===== src/rtl/assert_macros.svh =====
// Assertion macros shared by the RTL files.
`ifndef ASSERT_MACROS_SVH
`define ASSERT_MACROS_SVH
`ifndef NO_ASSERTIONS
// Clocked check, disabled while reset is asserted.
`define RE_ASSERT(lbl, clk, rst_n, prop) \
    lbl: assert property (@(posedge clk) disable iff (!rst_n) prop) \
        else $error("assertion failed");
// Clocked check that also holds during reset.
`define RE_ASSERT_ALWAYS(lbl, clk, prop) \
    lbl: assert property (@(posedge clk) prop) else $error("assertion failed");
`else
`define RE_ASSERT(lbl, clk, rst_n, prop)
`define RE_ASSERT_ALWAYS(lbl, clk, prop)
`endif
`endif


===== src/rtl/rotenc_pkg.sv =====
// Types and constants of the rotary encoder gesture decoder.
`default_nettype none
package rotenc_pkg;

    localparam int COUNTER_WIDTH_DEF = 8;
    localparam int CFG_INDEX_W       = 2;
    localparam int CFG_DATA_W        = 10;
    localparam int LONG_W            = 8;
    localparam int WINDOW_W          = 8;
    localparam int DIV_W             = 10;

    localparam logic [LONG_W-1:0]   LONG_PRESS_RESET = 8'd10;
    localparam logic [WINDOW_W-1:0] WINDOW_RESET     = 8'd15;
    localparam logic [DIV_W-1:0]    DIVIDER_RESET    = 10'd50;

    typedef enum logic [2:0] {
        ACT_NONE   = 3'd0,
        ACT_LEFT   = 3'd1,
        ACT_RIGHT  = 3'd2,
        ACT_CLICK  = 3'd3,
        ACT_DOUBLE = 3'd4,
        ACT_LONG   = 3'd5
    } gesture_t;

    typedef enum logic [CFG_INDEX_W-1:0] {
        CFG_LONG_PRESS = 2'd0,
        CFG_WINDOW     = 2'd1,
        CFG_DIVIDER    = 2'd2
    } cfg_reg_t;

    typedef struct packed {
        logic clear_action;
        logic pin_switch;
        logic pin_b;
        logic pin_a;
    } item_t;

    typedef struct packed {
        logic [DIV_W-1:0]    switch_divider;
        logic [WINDOW_W-1:0] double_click_window;
        logic [LONG_W-1:0]   long_press_ticks;
    } cfg_t;

endpackage
`default_nettype wire


===== src/rtl/rotenc_decoder.sv =====
// Gesture state, the per-tick rotation update and the prescaled switch update.
`default_nettype none
`include "assert_macros.svh"
module rotenc_decoder
    import rotenc_pkg::*;
#(
    parameter int COUNTER_WIDTH = COUNTER_WIDTH_DEF
)
(
    input  wire         clk,
    input  wire         rst_n,
    input  wire         step_en,
    input  item_t       item,
    input  cfg_t        cfg,
    output logic [2:0]  action_next,
    output logic        changed_next
);

    localparam int CW    = COUNTER_WIDTH;
    localparam int CMP_W = (CW > 8) ? CW : 8;
    localparam logic [CW-1:0] CNT_MAX = {CW{1'b1}};
    localparam logic [CW-1:0] CNT_ONE = CW'(1);
    localparam logic [CW-1:0] CNT_TWO = CW'(2);

    logic          armed_reg,  armed_next;
    logic          held_reg,   held_next;
    logic          long_seen_reg, long_seen_next;
    logic          pending_reg, pending_next;
    logic [CW-1:0] length_reg, length_next;
    logic [CW-1:0] count_reg,  count_next;
    logic [CW-1:0] timer_reg,  timer_next;
    gesture_t      action_reg, action_nv;
    logic [DIV_W-1:0] presc_reg, presc_next;

    logic [DIV_W:0]   presc_inc;
    logic [CMP_W-1:0] window_wide;
    logic             sw_step;
    logic             released;

    function automatic logic [CW-1:0] sat_inc(input logic [CW-1:0] v);
        sat_inc = (v == CNT_MAX) ? CNT_MAX : v + CNT_ONE;
    endfunction

    always_comb
    begin
        armed_next     = armed_reg;
        held_next      = held_reg;
        long_seen_next = long_seen_reg;
        pending_next   = pending_reg;
        length_next    = length_reg;
        count_next     = count_reg;
        timer_next     = timer_reg;
        action_nv      = item.clear_action ? ACT_NONE : action_reg;
        changed_next   = 1'b0;
        released       = item.pin_switch;
        window_wide    = CMP_W'(cfg.double_click_window);

        // rotation: arm when exactly one pin is high, disarm when both are high
        if (!armed_reg)
        begin
            if (item.pin_a && !item.pin_b)
            begin
                action_nv    = ACT_LEFT;
                armed_next   = 1'b1;
                changed_next = 1'b1;
            end
            else if (!item.pin_a && item.pin_b)
            begin
                action_nv    = ACT_RIGHT;
                armed_next   = 1'b1;
                changed_next = 1'b1;
            end
        end
        else if (item.pin_a && item.pin_b)
        begin
            armed_next = 1'b0;
        end

        presc_inc = {1'b0, presc_reg} + (DIV_W+1)'(1);
        sw_step   = (presc_inc >= {1'b0, cfg.switch_divider});
        presc_next = sw_step ? '0 : presc_inc[DIV_W-1:0];

        if (sw_step)
        begin
            if (!held_reg)
            begin
                if (!released)
                begin
                    held_next   = 1'b1;
                    length_next = '0;
                    count_next  = sat_inc(count_reg);
                    if (count_next == CNT_ONE)
                    begin
                        timer_next   = window_wide[CW-1:0];
                        pending_next = 1'b1;
                    end
                end
            end
            else
            begin
                length_next = sat_inc(length_reg);
                if (released)
                begin
                    held_next = 1'b0;
                    if ((CMP_W'(length_next) >= CMP_W'(cfg.long_press_ticks)) && !pending_reg)
                    begin
                        action_nv      = ACT_LONG;
                        changed_next   = 1'b1;
                        long_seen_next = 1'b1;
                        count_next     = '0;
                    end
                    else if (!long_seen_reg && (count_reg >= CNT_TWO))
                    begin
                        action_nv    = ACT_DOUBLE;
                        changed_next = 1'b1;
                        count_next   = '0;
                    end
                    long_seen_next = 1'b0;
                    pending_next   = 1'b0;
                end
            end

            // double-click window
            if (timer_next != '0)
            begin
                timer_next = timer_next - CNT_ONE;
                if (timer_next == '0)
                begin
                    if (count_next == CNT_ONE)
                    begin
                        action_nv    = released ? ACT_CLICK : ACT_LONG;
                        changed_next = 1'b1;
                    end
                    count_next = '0;
                end
            end
        end

        action_next = action_nv;
    end

    always_ff @(posedge clk or negedge rst_n)
    begin
        if (!rst_n)
        begin
            armed_reg     <= 1'b0;
            held_reg      <= 1'b0;
            long_seen_reg <= 1'b0;
            pending_reg   <= 1'b0;
            length_reg    <= '0;
            count_reg     <= '0;
            timer_reg     <= '0;
            action_reg    <= ACT_NONE;
            presc_reg     <= '0;
        end
        else if (step_en)
        begin
            armed_reg     <= armed_next;
            held_reg      <= held_next;
            long_seen_reg <= long_seen_next;
            pending_reg   <= pending_next;
            length_reg    <= length_next;
            count_reg     <= count_next;
            timer_reg     <= timer_next;
            action_reg    <= action_nv;
            presc_reg     <= presc_next;
        end
    end

    `RE_ASSERT(a_hold_when_idle, clk, rst_n, !step_en |=> $stable(action_reg) && $stable(presc_reg))
    `RE_ASSERT(a_change_sets_action, clk, rst_n, step_en && changed_next |=> action_reg != ACT_NONE)
    `RE_ASSERT(a_keep_unless_written, clk, rst_n, step_en && !changed_next && !item.clear_action |=> action_reg == $past(action_reg))

endmodule
`default_nettype wire


===== src/rtl/rotary_encoder_gesture_decoder_core.sv =====
// Top level of the rotary encoder gesture decoder: stream ports, config registers, pipeline.
// Each tick passes the input register and then the output register, which drives m_tvalid.
// Throughput: one tick per cycle while m_tready is held high; an input register and
// an output register part the two sides, so the input register takes one tick while a result waits.
// Reset (rst_n low, asynchronous): both stages empty, all gesture state zero, action none,
// config back to long press 10, window 15, divider 50.
`default_nettype none
`include "assert_macros.svh"
module rotary_encoder_gesture_decoder_core
    import rotenc_pkg::*;
#(
    parameter int COUNTER_WIDTH = COUNTER_WIDTH_DEF
)
(
    input  wire                   clk,
    input  wire                   rst_n,
    // input ticks
    input  wire                   s_tvalid,
    output logic                  s_tready,
    input  wire  [7:0]            s_tdata,   // pin_a, pin_b, pin_switch, clear_action, 4'b0
    // results
    output logic                  m_tvalid,
    input  wire                   m_tready,
    output logic [7:0]            m_tdata,   // current_action[2:0], action_changed, 4'b0
    // configuration writes
    input  wire                   cfg_valid,
    output logic                  cfg_ready,
    input  wire  [CFG_INDEX_W-1:0] cfg_index,
    input  wire  [CFG_DATA_W-1:0] cfg_data
);

    item_t       in_reg;
    logic        in_valid_reg;
    logic [2:0]  act_out_reg;
    logic        chg_out_reg;
    logic        out_valid_reg;
    cfg_t        cfg_reg;

    logic        advance;
    logic [2:0]  action_next;
    logic        changed_next;

    // input stage advances when the output slot is free or being drained
    assign advance  = in_valid_reg && (!out_valid_reg || m_tready);
    assign s_tready = !in_valid_reg || advance;
    assign cfg_ready = 1'b1;

    assign m_tvalid = out_valid_reg;
    assign m_tdata  = {4'b0000, chg_out_reg, act_out_reg};

    always_ff @(posedge clk or negedge rst_n)
    begin
        if (!rst_n)
        begin
            in_valid_reg <= 1'b0;
        end
        else if (s_tready)
        begin
            in_valid_reg <= s_tvalid;
        end
    end

    always_ff @(posedge clk)
    begin
        if (s_tvalid && s_tready)
        begin
            in_reg <= item_t'(s_tdata[3:0]);
        end
    end

    always_ff @(posedge clk or negedge rst_n)
    begin
        if (!rst_n)
        begin
            out_valid_reg <= 1'b0;
        end
        else if (advance)
        begin
            out_valid_reg <= 1'b1;
        end
        else if (m_tready)
        begin
            out_valid_reg <= 1'b0;
        end
    end

    always_ff @(posedge clk)
    begin
        if (advance)
        begin
            act_out_reg <= action_next;
            chg_out_reg <= changed_next;
        end
    end

    // config registers; an index past the list is dropped
    always_ff @(posedge clk or negedge rst_n)
    begin
        if (!rst_n)
        begin
            cfg_reg.long_press_ticks    <= LONG_PRESS_RESET;
            cfg_reg.double_click_window <= WINDOW_RESET;
            cfg_reg.switch_divider      <= DIVIDER_RESET;
        end
        else if (cfg_valid && cfg_ready)
        begin
            case (cfg_reg_t'(cfg_index))
                CFG_LONG_PRESS: cfg_reg.long_press_ticks    <= cfg_data[LONG_W-1:0];
                CFG_WINDOW:     cfg_reg.double_click_window <= cfg_data[WINDOW_W-1:0];
                CFG_DIVIDER:    cfg_reg.switch_divider      <= cfg_data[DIV_W-1:0];
                default:        ;
            endcase
        end
    end

    rotenc_decoder #(
        .COUNTER_WIDTH (COUNTER_WIDTH)
    ) u_decoder (
        .clk          (clk),
        .rst_n        (rst_n),
        .step_en      (advance),
        .item         (in_reg),
        .cfg          (cfg_reg),
        .action_next  (action_next),
        .changed_next (changed_next)
    );

    `RE_ASSERT(a_stall_blocks_input, clk, rst_n, in_valid_reg && out_valid_reg && !m_tready |-> !s_tready)
    `RE_ASSERT(a_advance_fills_output, clk, rst_n, advance |=> out_valid_reg)
    `RE_ASSERT(a_stage_holds, clk, rst_n, in_valid_reg && !advance |=> in_valid_reg && $stable(in_reg))

endmodule
`default_nettype wire

===== config.mk =====
export PLATFORM = sky130hd
export DESIGN_NAME = rotary_encoder_gesture_decoder_core
export DESIGN_NICKNAME = d
export VERILOG_FILES = /design/src/rtl/rotenc_pkg.sv /design/src/rtl/rotenc_decoder.sv /design/src/rtl/rotary_encoder_gesture_decoder_core.sv
export VERILOG_INCLUDE_DIRS = /design/src /design/src/rtl
export SDC_FILE = /design/constraint.sdc
export NUM_CORES = 1
export LEC_CHECK = 0
export BUFFER_PORTS_ARGS = -buffer_cell sky130_fd_sc_hd__buf_2
export CORE_MARGIN = 5
export CORE_UTILIZATION = 33
export CTS_BUF_LIST = sky130_fd_sc_hd__clkbuf_8 sky130_fd_sc_hd__clkbuf_16
export CTS_CLUSTER_SIZE = 16
export DETAILED_ROUTE_END_ITERATION = 7
export SLEW_MARGIN = 15
export SYNTH_ARGS = -nofsm -noshare
export SYNTH_HDL_FRONTEND = slang
export SYNTH_SLANG_ARGS = --single-unit

===== constraint.sdc =====
create_clock -name clk -period 4.8 [get_ports clk]
set_input_delay 0.48 -clock clk [delete_from_list [all_inputs] [get_ports clk]]
set_output_delay 0.48 -clock clk [all_outputs]
set_load 0.05 [all_outputs]

Yosys cells after proc, flatten, opt, wreduce, memory -nomap -nowiden
Cells that the tools add are included.
Widths: inputs -> output; s select.
Word-level totals
  flip-flop bits (word level): 76
  bits of input ports: 25
  logic and storage cells: 109
  output and inout bits: 11
Operators by class
  mux-type cells: 51
  add/subtract/negate cells: 4
  order comparisons: 3
  eq/ne operators: 8
  reduce and logical (&&, ||, !) cells: 24
Operators by type and width (count)
  $mux 8: 17
  $mux 3: 13
  $mux 1: 20
  $add 8x1->8 const B: 2
  $eq 8x1->1 const B: 2
  $eq 8x8->1 const B: 2
  $add 10x1->11 const B: 1
  $ge 11x10->1: 1
  $mux 10: 1
  $ge 8x2->1 const B: 1
  $ge 8x8->1: 1
  $logic_not 8->1: 1
  $reduce_and 2->1: 4
  $reduce_bool 8->1: 1
  $sub 8x1->8 const B: 1
  $logic_and 1x1->1: 6
  $logic_not 1->1: 5
  $reduce_and 5->1: 1
  $reduce_bool 2->1: 2
  $reduce_and 3->1: 1
  $eq 2x1->1 const B: 1
  $eq 2x2->1 const B: 1
  $logic_not 2->1: 1
  $logic_or 1x1->1: 2
  other kinds (2): 2

Longest topological paths before layout
Gate-level depths: netlist of the first run.
  depth in word-level cells: 13
  depth in mapped cells: 18

By module
Synthesis of the first run repeated with hierarchy kept, for this count alone.
Second synthesis, totals
  cells, all modules: 521
  area total of the unflattened synthesis: 4943.5 sq um
Modules (own cells, without submodules)
  rotenc_decoder: instances 1, cells each 441, area an instance 3562.2 sq um
  rotary_encoder_gesture_decoder_core: instances 1, cells each 80, area an instance 1381.3 sq um

Worst setup path after synthesis of the first run
OpenSTA, ideal clock, no wires.
  path type: reg-to-reg
  from: register u_decoder.count_reg[1]
  to: register act_out_reg[2], data pin
  library setup time: 254 ps
  slack: 321 ps
  buffers on the path: 2
  stages on the path, launching flop included: 18
  data required time: 4546 ps
  arrival: 4225 ps
  period minus slack after synthesis: 4479 ps
  cells stage by stage: dfrtp_1 > ha_1 > clkbuf_1 > nand4_1 > o31ai_1 > nand4b_1 > nor2_2 > mux2i_1 > ha_1 > or3b_2 > a221oi_1 > nand4_2 > nor2_1 > mux4_2 > buf_4 > nand4_1 > or2_2 > o21a_1
Between the ends
  cells in the longest elaborated chain, start to end: 12
RTL lines
  start: declaration: RTL line rotenc_decoder.sv:30  | logic [CW-1:0] count_reg, count_next;
  start signal: assignment: RTL line rotenc_decoder.sv:163  | count_reg <= count_next;
  $add 8x1->8 or $eq 8x8->1 (tied branches): RTL line rotenc_decoder.sv:41  | sat_inc = (v == CNT_MAX) ? CNT_MAX : v + CNT_ONE;
  $mux 8: RTL line rotenc_decoder.sv:41
  $eq 8x1->1: RTL line rotenc_decoder.sv:92  | if (count_next == CNT_ONE)
  $mux 8: RTL line rotenc_decoder.sv:92
  $mux 8: RTL line rotenc_decoder.sv:87  | if (!released)
  $mux 8: RTL line rotenc_decoder.sv:85  | if (!held_reg)
  $mux 8: RTL line rotenc_decoder.sv:83  | if (sw_step)
  $sub 8x1->8: RTL line rotenc_decoder.sv:126  | timer_next = timer_next - CNT_ONE;
  $logic_not 8->1: RTL line rotenc_decoder.sv:127  | if (timer_next == '0)
  $mux 3: RTL line rotenc_decoder.sv:127
  $mux 3 (*): RTL line rotenc_decoder.sv:124  | if (timer_next != '0)
  $mux 3 (*): RTL line rotenc_decoder.sv:83
  named net action_next[2]: RTL line rotary_encoder_gesture_decoder_core.sv:40  | logic [2:0] action_next;
  end signal: assignment: RTL line rotary_encoder_gesture_decoder_core.sv:91  | act_out_reg <= action_next;
  end: declaration: RTL line rotary_encoder_gesture_decoder_core.sv:34  | logic [2:0] act_out_reg;
Mark *: on every way through the listed nets, which the timed path passes. The rest lies on a longest branch. The select of a mux whose other input is x is not followed.
A chain may end at the register's enable or synchronous reset.

Worst setup path after layout of the first run
Ends and elaborated chain as after synthesis.

==> metrics.cfg, run 1 <==
[clock_network]
h-tree-depth = 3
insertion_delay_ps = 340
cts_setup_buffers = 0
ctsHoldBuffers = 0
cts_resized = 0
cts_tree = done
clk_pin_slew_ps = 60
numCtsBuffers = 9
cts.sinks = 76
clockBufferDepth = 2
cts-root-buf = clkbuf_16

[placement]
io_buffers = 26
pre_cts_ws_ps = 322
hpwlAfterDp_mm = 8.33
gp_congestion = 0.853
placed_area_um2 = 5160

[route]
postRouteAntennaNets = 0
drc_errors = 0
wl_met3_um = 657
wl_per_cell_um = 15.9
drt_iter0_drc = 235
via_per_inst = 5.52
top_layer = met4
drt-met1-wl_mm = 5.18
vias = 4065
drt-pass1-iter-count = 5
wl_mm = 11.7
wl_met2_mm = 5.77

[floorplan]
die_area_um2 = 17300
die_y_um = 132
start_util = 0.336
coreArea_um2 = 14500
core.rowCount = 44
die-width_um = 132
io_pins = 36

[synth]
async_flop_share = 0.895
synth_cells = 526
ys_seq_area_frac = 0.400
syn_area_um2 = 4890
synth_edf_count = 8
yosysUniqueCellTypes = 68
syn_avg_cell_area_um2 = 9.29
synth_seq_cells = 76
ys_warn_count = 0
ys.flop_type = dfrtp_1

[cells_and_area]
syn_to_final_growth_pct = 11.4
num_antenna_cells = 0
largest_reg_flops = 26
layout-drive-gt1-share = 0.170
finalInstanceArea_um2 = 5450
nets = 600

[timing]
min_period_over_period = 0.946
skew_ps = 8.85
fmax_mhz = 220
min_period_ps = 4540
fin_hold_ws_ps = 315
finalHoldViolations = 0
layout_setup_ws_ps = 261
setup_violations = 0
rsz0062_at_grt = no
slew_viol_final = 0
tightest_slew_ps = 912
final.setup.tns_ps = 0
worst_slew_margin_rel = 0.392

[power_and_ir_drop]
p_per_area_nw_per_um2 = 411
leakage_nw = 2.37
ir_drop_uv = 159

[global_routing]
grt_max_degree = 69
track_usage = 0.135
grt-ovfl-total = 0
antenna_found_initial = 0
grt_pass1_vias = 4040
grt_pass1_wl_mm = 19.6

[worst_setup_path]
r2r-start = u_decoder.count_reg[1]
worstPathMaxFanout = 7
crit_start = u_decoder.count_reg[1]
cp-end-kind = register
critPathLaunchType = register
cp.required_ps = 4890
critical_path_class = reg -> reg
cp_data_arrival_time_ps = 4630

[flow_run]
drv_cap = 0

[min_path]
hp-class = in -> async

[outcome]
status = finished, final reports clean

==> placed cells by master, fill, tap and decap left out, types with 6 or more instances in the layout <==
master	Yosys	final
nand2_1	58	58
xnor2_1	10	10
or2_2	6	6
mux2_2	21	21
o31ai_1	11	11
dfrtp_1	59	59
clkbuf_16	0	9
buf_4	7	9
mux2i_1	7	7
nand3_1	19	19
a22o_1	11	11
ha_1	28	28
or3_1	8	8
edfxtp_1	8	8
nor2_1	30	30
nand4_1	7	7
xor2_1	8	8
inv_1	33	34
o21ai_0	43	43
buf_2	2	26
dfstp_2	9	9
nor4_1	6	6
nor3_1	6	6
a31oi_1	11	11
nand2b_1	9	9
a21oi_1	16	16
==> synth_stat cells (4+ instances only) <==
| cell type | instances | area (um^2) |
|---|---|---|
| or2_2 | 6 | 37.5 |
| buf_4 | 7 | 52.6 |
| dfrtp_1 | 59 | 1480 |
| xor2_1 | 8 | 70.1 |
| a31oi_1 | 11 | 68.8 |
| xnor2_1 | 10 | 87.6 |
| nor2b_1 | 4 | 25.0 |
| and2_1 | 5 | 31.3 |
| a211oi_1 | 4 | 30.0 |
| edfxtp_1 | 8 | 240 |
| mux2_2 | 21 | 236 |
| o31ai_1 | 11 | 82.6 |
| a21oi_1 | 16 | 80.1 |
| nand3b_1 | 4 | 30.0 |
| nand2b_1 | 9 | 56.3 |
| nor2_1 | 30 | 113 |
| a22o_1 | 11 | 96.3 |
| o21ai_0 | 43 | 215 |
| or3_1 | 8 | 50.1 |
| nor3b_1 | 4 | 30.0 |
| nor4_1 | 6 | 37.5 |
| dfstp_2 | 9 | 236 |
| ha_1 | 28 | 350 |
| and3_1 | 4 | 25.0 |
| nand2_1 | 58 | 218 |
| inv_1 | 33 | 124 |
| nand4_1 | 7 | 43.8 |
| clkbuf_1 | 14 | 52.6 |
| nor3_1 | 6 | 30.0 |
| nand3_1 | 19 | 95.1 |
| mux2i_1 | 7 | 70.1 |
==> layout make-up <==
cell class | count | area, um^2
repair buffers | 35 | 198
well taps | 184 | 230
clock buffers | 9 | 225
multi-input cells | 392 | 2660
fillers | 1473 | 9090
flip-flops and latches | 76 | 1950
inverters | 33 | 124
clock inverters | 7 | 58.8
==> cell families after synthesis <==
logic type	share of synthesized area
buffers and inverters	0.0594
XOR/XNOR	0.0322
adder cells (fa/ha/maj)	0.0737
flip-flops	0.400
multiplexers	0.0673
AND/OR/NAND/NOR	0.189
AO/OA/AOI/OAI	0.177
other	0.00154
==> per-layer routing <==
layer	GRT usage	vias up
met3	0.0302	12
met1	0.176	1985
met4	0.0411	0
li1	-	1940
met5	0	-
met2	0.224	128
==> metrics by stage <==
step | total power [W] | utilization | instances
2_1_floorplan | 0.00139 | - | 529
3_3_place_gp | 0.00154 | 0.355 | 720
3_5_place_dp | 0.00157 | 0.355 | 720
4_1_cts | 0.00225 | 0.375 | 736
5_1_grt | 0.00239 | 0.375 | 736
6_report | 0.00224 | 0.375 | 736
==> worst max-delay path: stages, from the launching register on <==
cell and delay (ps):
dfrtp_1 470, ha_1 360, nand4_1 170, o31ai_1 280, nand4b_1 210, nor2_2 240, mux2i_1 410, ha_1 230
or3b_2 470, a221oi_1 350, nand4_2 150, nor2_1 100, mux4_2 310, nand4_1 100, or2_2 330, o21a_1 110
==> where the power goes <==
part           switching, W  total [W]  internal [W]
Sequential         0.000125   0.000900      0.000774
Clock              0.000270   0.000666      0.000395
Combinational      0.000393   0.000673      0.000280
Total              0.000789    0.00224       0.00145
==> final timing paths <==
| kind | slack, ps | cells past startpoint | endpoint |
|---|---|---|---|
| worst max-delay path | 260 | 15 | act_out_reg[2] |
| worst min-delay path | 310 | 2 | u_decoder.timer_reg[3] |
| worst max register to register | 260 | 15 | act_out_reg[2] |
| worst min register to register | 500 | 1 | cfg_reg[24] |
| max in group asynchronous | 3850 | 2 | u_decoder.presc_reg[1] |
| min in group clk | 320 | 1 | in_reg[1] |
Note: power is estimated with default switching activity, not from simulation.
==> run 2, diff against run 1 <==
- CTS_BUF_LIST: sky130_fd_sc_hd__clkbuf_8 sky130_fd_sc_hd__clkbuf_16 -> sky130_fd_sc_hd__clkbuf_4 sky130_fd_sc_hd__clkbuf_8 sky130_fd_sc_hd__clkbuf_16
==> run 2 against run 1 <==
  * Power rose by 0.31%
  * Combinational power hardly changed
  * Core utilization barely moved
  * Clock skew down 0.64 ps
  * Die area unchanged
  * Worst hold slack gained 2.3 ps
==> metrics.cfg, run 2 (synthesis gave the netlist of run 1 again) <==
[outcome]
status = finished, final reports clean

[timing]
tightest_slew_ps = 902
layout_setup_ws_ps = 268
slew_viol_final = 0
min_period_ps = 4530
finalHoldViolations = 0
rsz0062_at_grt = no
setup_violations = 0
worst_slew_margin_rel = 0.399
min_period_over_period = 0.944
fmax_mhz = 221
final.setup.tns_ps = 0
skew_ps = 8.21

[worst_setup_path]
crit_chain = ha_1 -> nand4_1 -> o31ai_1 -> nand4b_1 -> nor2_2 -> mux2i_1 -> ha_1 -> or3b_2 -> a221oi_1 -> nand4_2 -> nor2_1 -> mux4_2 -> nand4_1 -> or2_2 -> o21a_1
critical_path.top_delay_family = simple AND/OR/NAND/NOR gates
cp_slowest_cell = dfrtp_1
cp_slowest_stage_delay_ps = 480
critical_path_class = reg -> reg
critPathBufInv = 0
cp_data_arrival_time_ps = 4620
cp-end-kind = register
cp.required_ps = 4890
critPathLaunchType = register
worstPathMaxFanout = 7

[placement]
hpwlAfterDp_mm = 8.33
pre_cts_ws_ps = 322
io_buffers = 26
gp_congestion = 0.853
placed_area_um2 = 5160

[cells_and_area]
final_common_cell = dfrtp_1
post-route-util = 0.375
syn_to_final_growth_pct = 11.5
layout_common_cells = dfrtp_1, nand2_1, o21ai_0, inv_1, nor2_1
largest_reg_flops = 26
layout-drive-gt1-share = 0.172
num_antenna_cells = 0
finalInstanceArea_um2 = 5450
nets = 600

[floorplan]
die_area_um2 = 17300
die_y_um = 132
die-width_um = 132
io_pins = 36
core.rowCount = 44
coreArea_um2 = 14500
start_util = 0.336

[clock_network]
h-tree-depth = 3
clk_pin_slew_ps = 60
clockBufferDepth = 2
cts_setup_buffers = 0
insertion_delay_ps = 340
cts_tree = done
cts_resized = 0
numCtsBuffers = 9
cts-root-buf = clkbuf_16
ctsHoldBuffers = 0
cts.sinks = 76

[min_path]
hp-class = in -> async

[power_and_ir_drop]
leakage_nw = 2.37
p_per_area_nw_per_um2 = 412
ir_drop_uv = 157

[route]
drc_errors = 0
wl_per_cell_um = 15.9
vias = 4072
drt_iter0_drc = 233
via_per_inst = 5.53
drt-pass1-iter-count = 5
postRouteAntennaNets = 0
wl_mm = 11.7

[global_routing]
track_usage = 0.135
grt_pass1_vias = 4040
grt_max_degree = 69
antenna_found_initial = 0
grt_pass1_wl_mm = 19.6
grt-ovfl-total = 0

[flow_run]
drv_cap = 0

run 2: cell type report:
type / instances / area (um^2)
Fill cell: 1472 / 9080
Clock inverter: 6 / 55.1
Tap cell: 184 / 230
Multi-Input combinational cell: 392 / 2660
Clock buffer: 10 / 233
Inverter: 33 / 124
Timing Repair Buffer: 35 / 198
Sequential cell: 76 / 1950
run 2: power by group:
part           internal, W  switching (W)  total (W)
registers         0.000774       0.000125   0.000899
clock network     0.000403       0.000270   0.000673
logic             0.000280       0.000393   0.000673
run 2: final timing paths:
path / startpoint / to / slack, ps / cells after the start
min: rst_n / u_decoder.timer_reg[3] / 320 / 2
max: u_decoder.count_reg[1] / act_out_reg[2] / 270 / 15
max reg2reg: u_decoder.count_reg[1] / act_out_reg[2] / 270 / 15
min in group clk: s_tdata[1] / in_reg[1] / 320 / 1
min reg2reg: cfg_reg[24] / cfg_reg[24] / 500 / 1
max in group asynchronous: rst_n / u_decoder.presc_reg[1] / 3850 / 2
run 2: metal layers:
| metal | wire (um) | global-route usage |
|---|---|---|
| met4 | 151 | 0.0411 |
| met5 | 0 | 0 |
| met2 | 5700 | 0.224 |
| met3 | 692 | 0.0302 |
| met1 | 5130 | 0.176 |
run 2: per-stage QoR:
step | hold slack [ps] | total power (W) | std cells
6_report | 317 | 0.00225 | 736
5_1_grt | 309 | 0.00240 | 736
4_1_cts | 306 | 0.00226 | 736
3_5_place_dp | 487 | 0.00157 | 720
3_3_place_gp | 473 | 0.00154 | 720
2_1_floorplan | 184 | 0.00139 | 529
run 2: worst reg2reg max path, delay by kind of cell (launching register included):
kind            cells  cell delay (ps)
simple gates        8             1760
fa+ha+maj           2              590
flops               1              480
compound gates      3              740
mux                 2              720
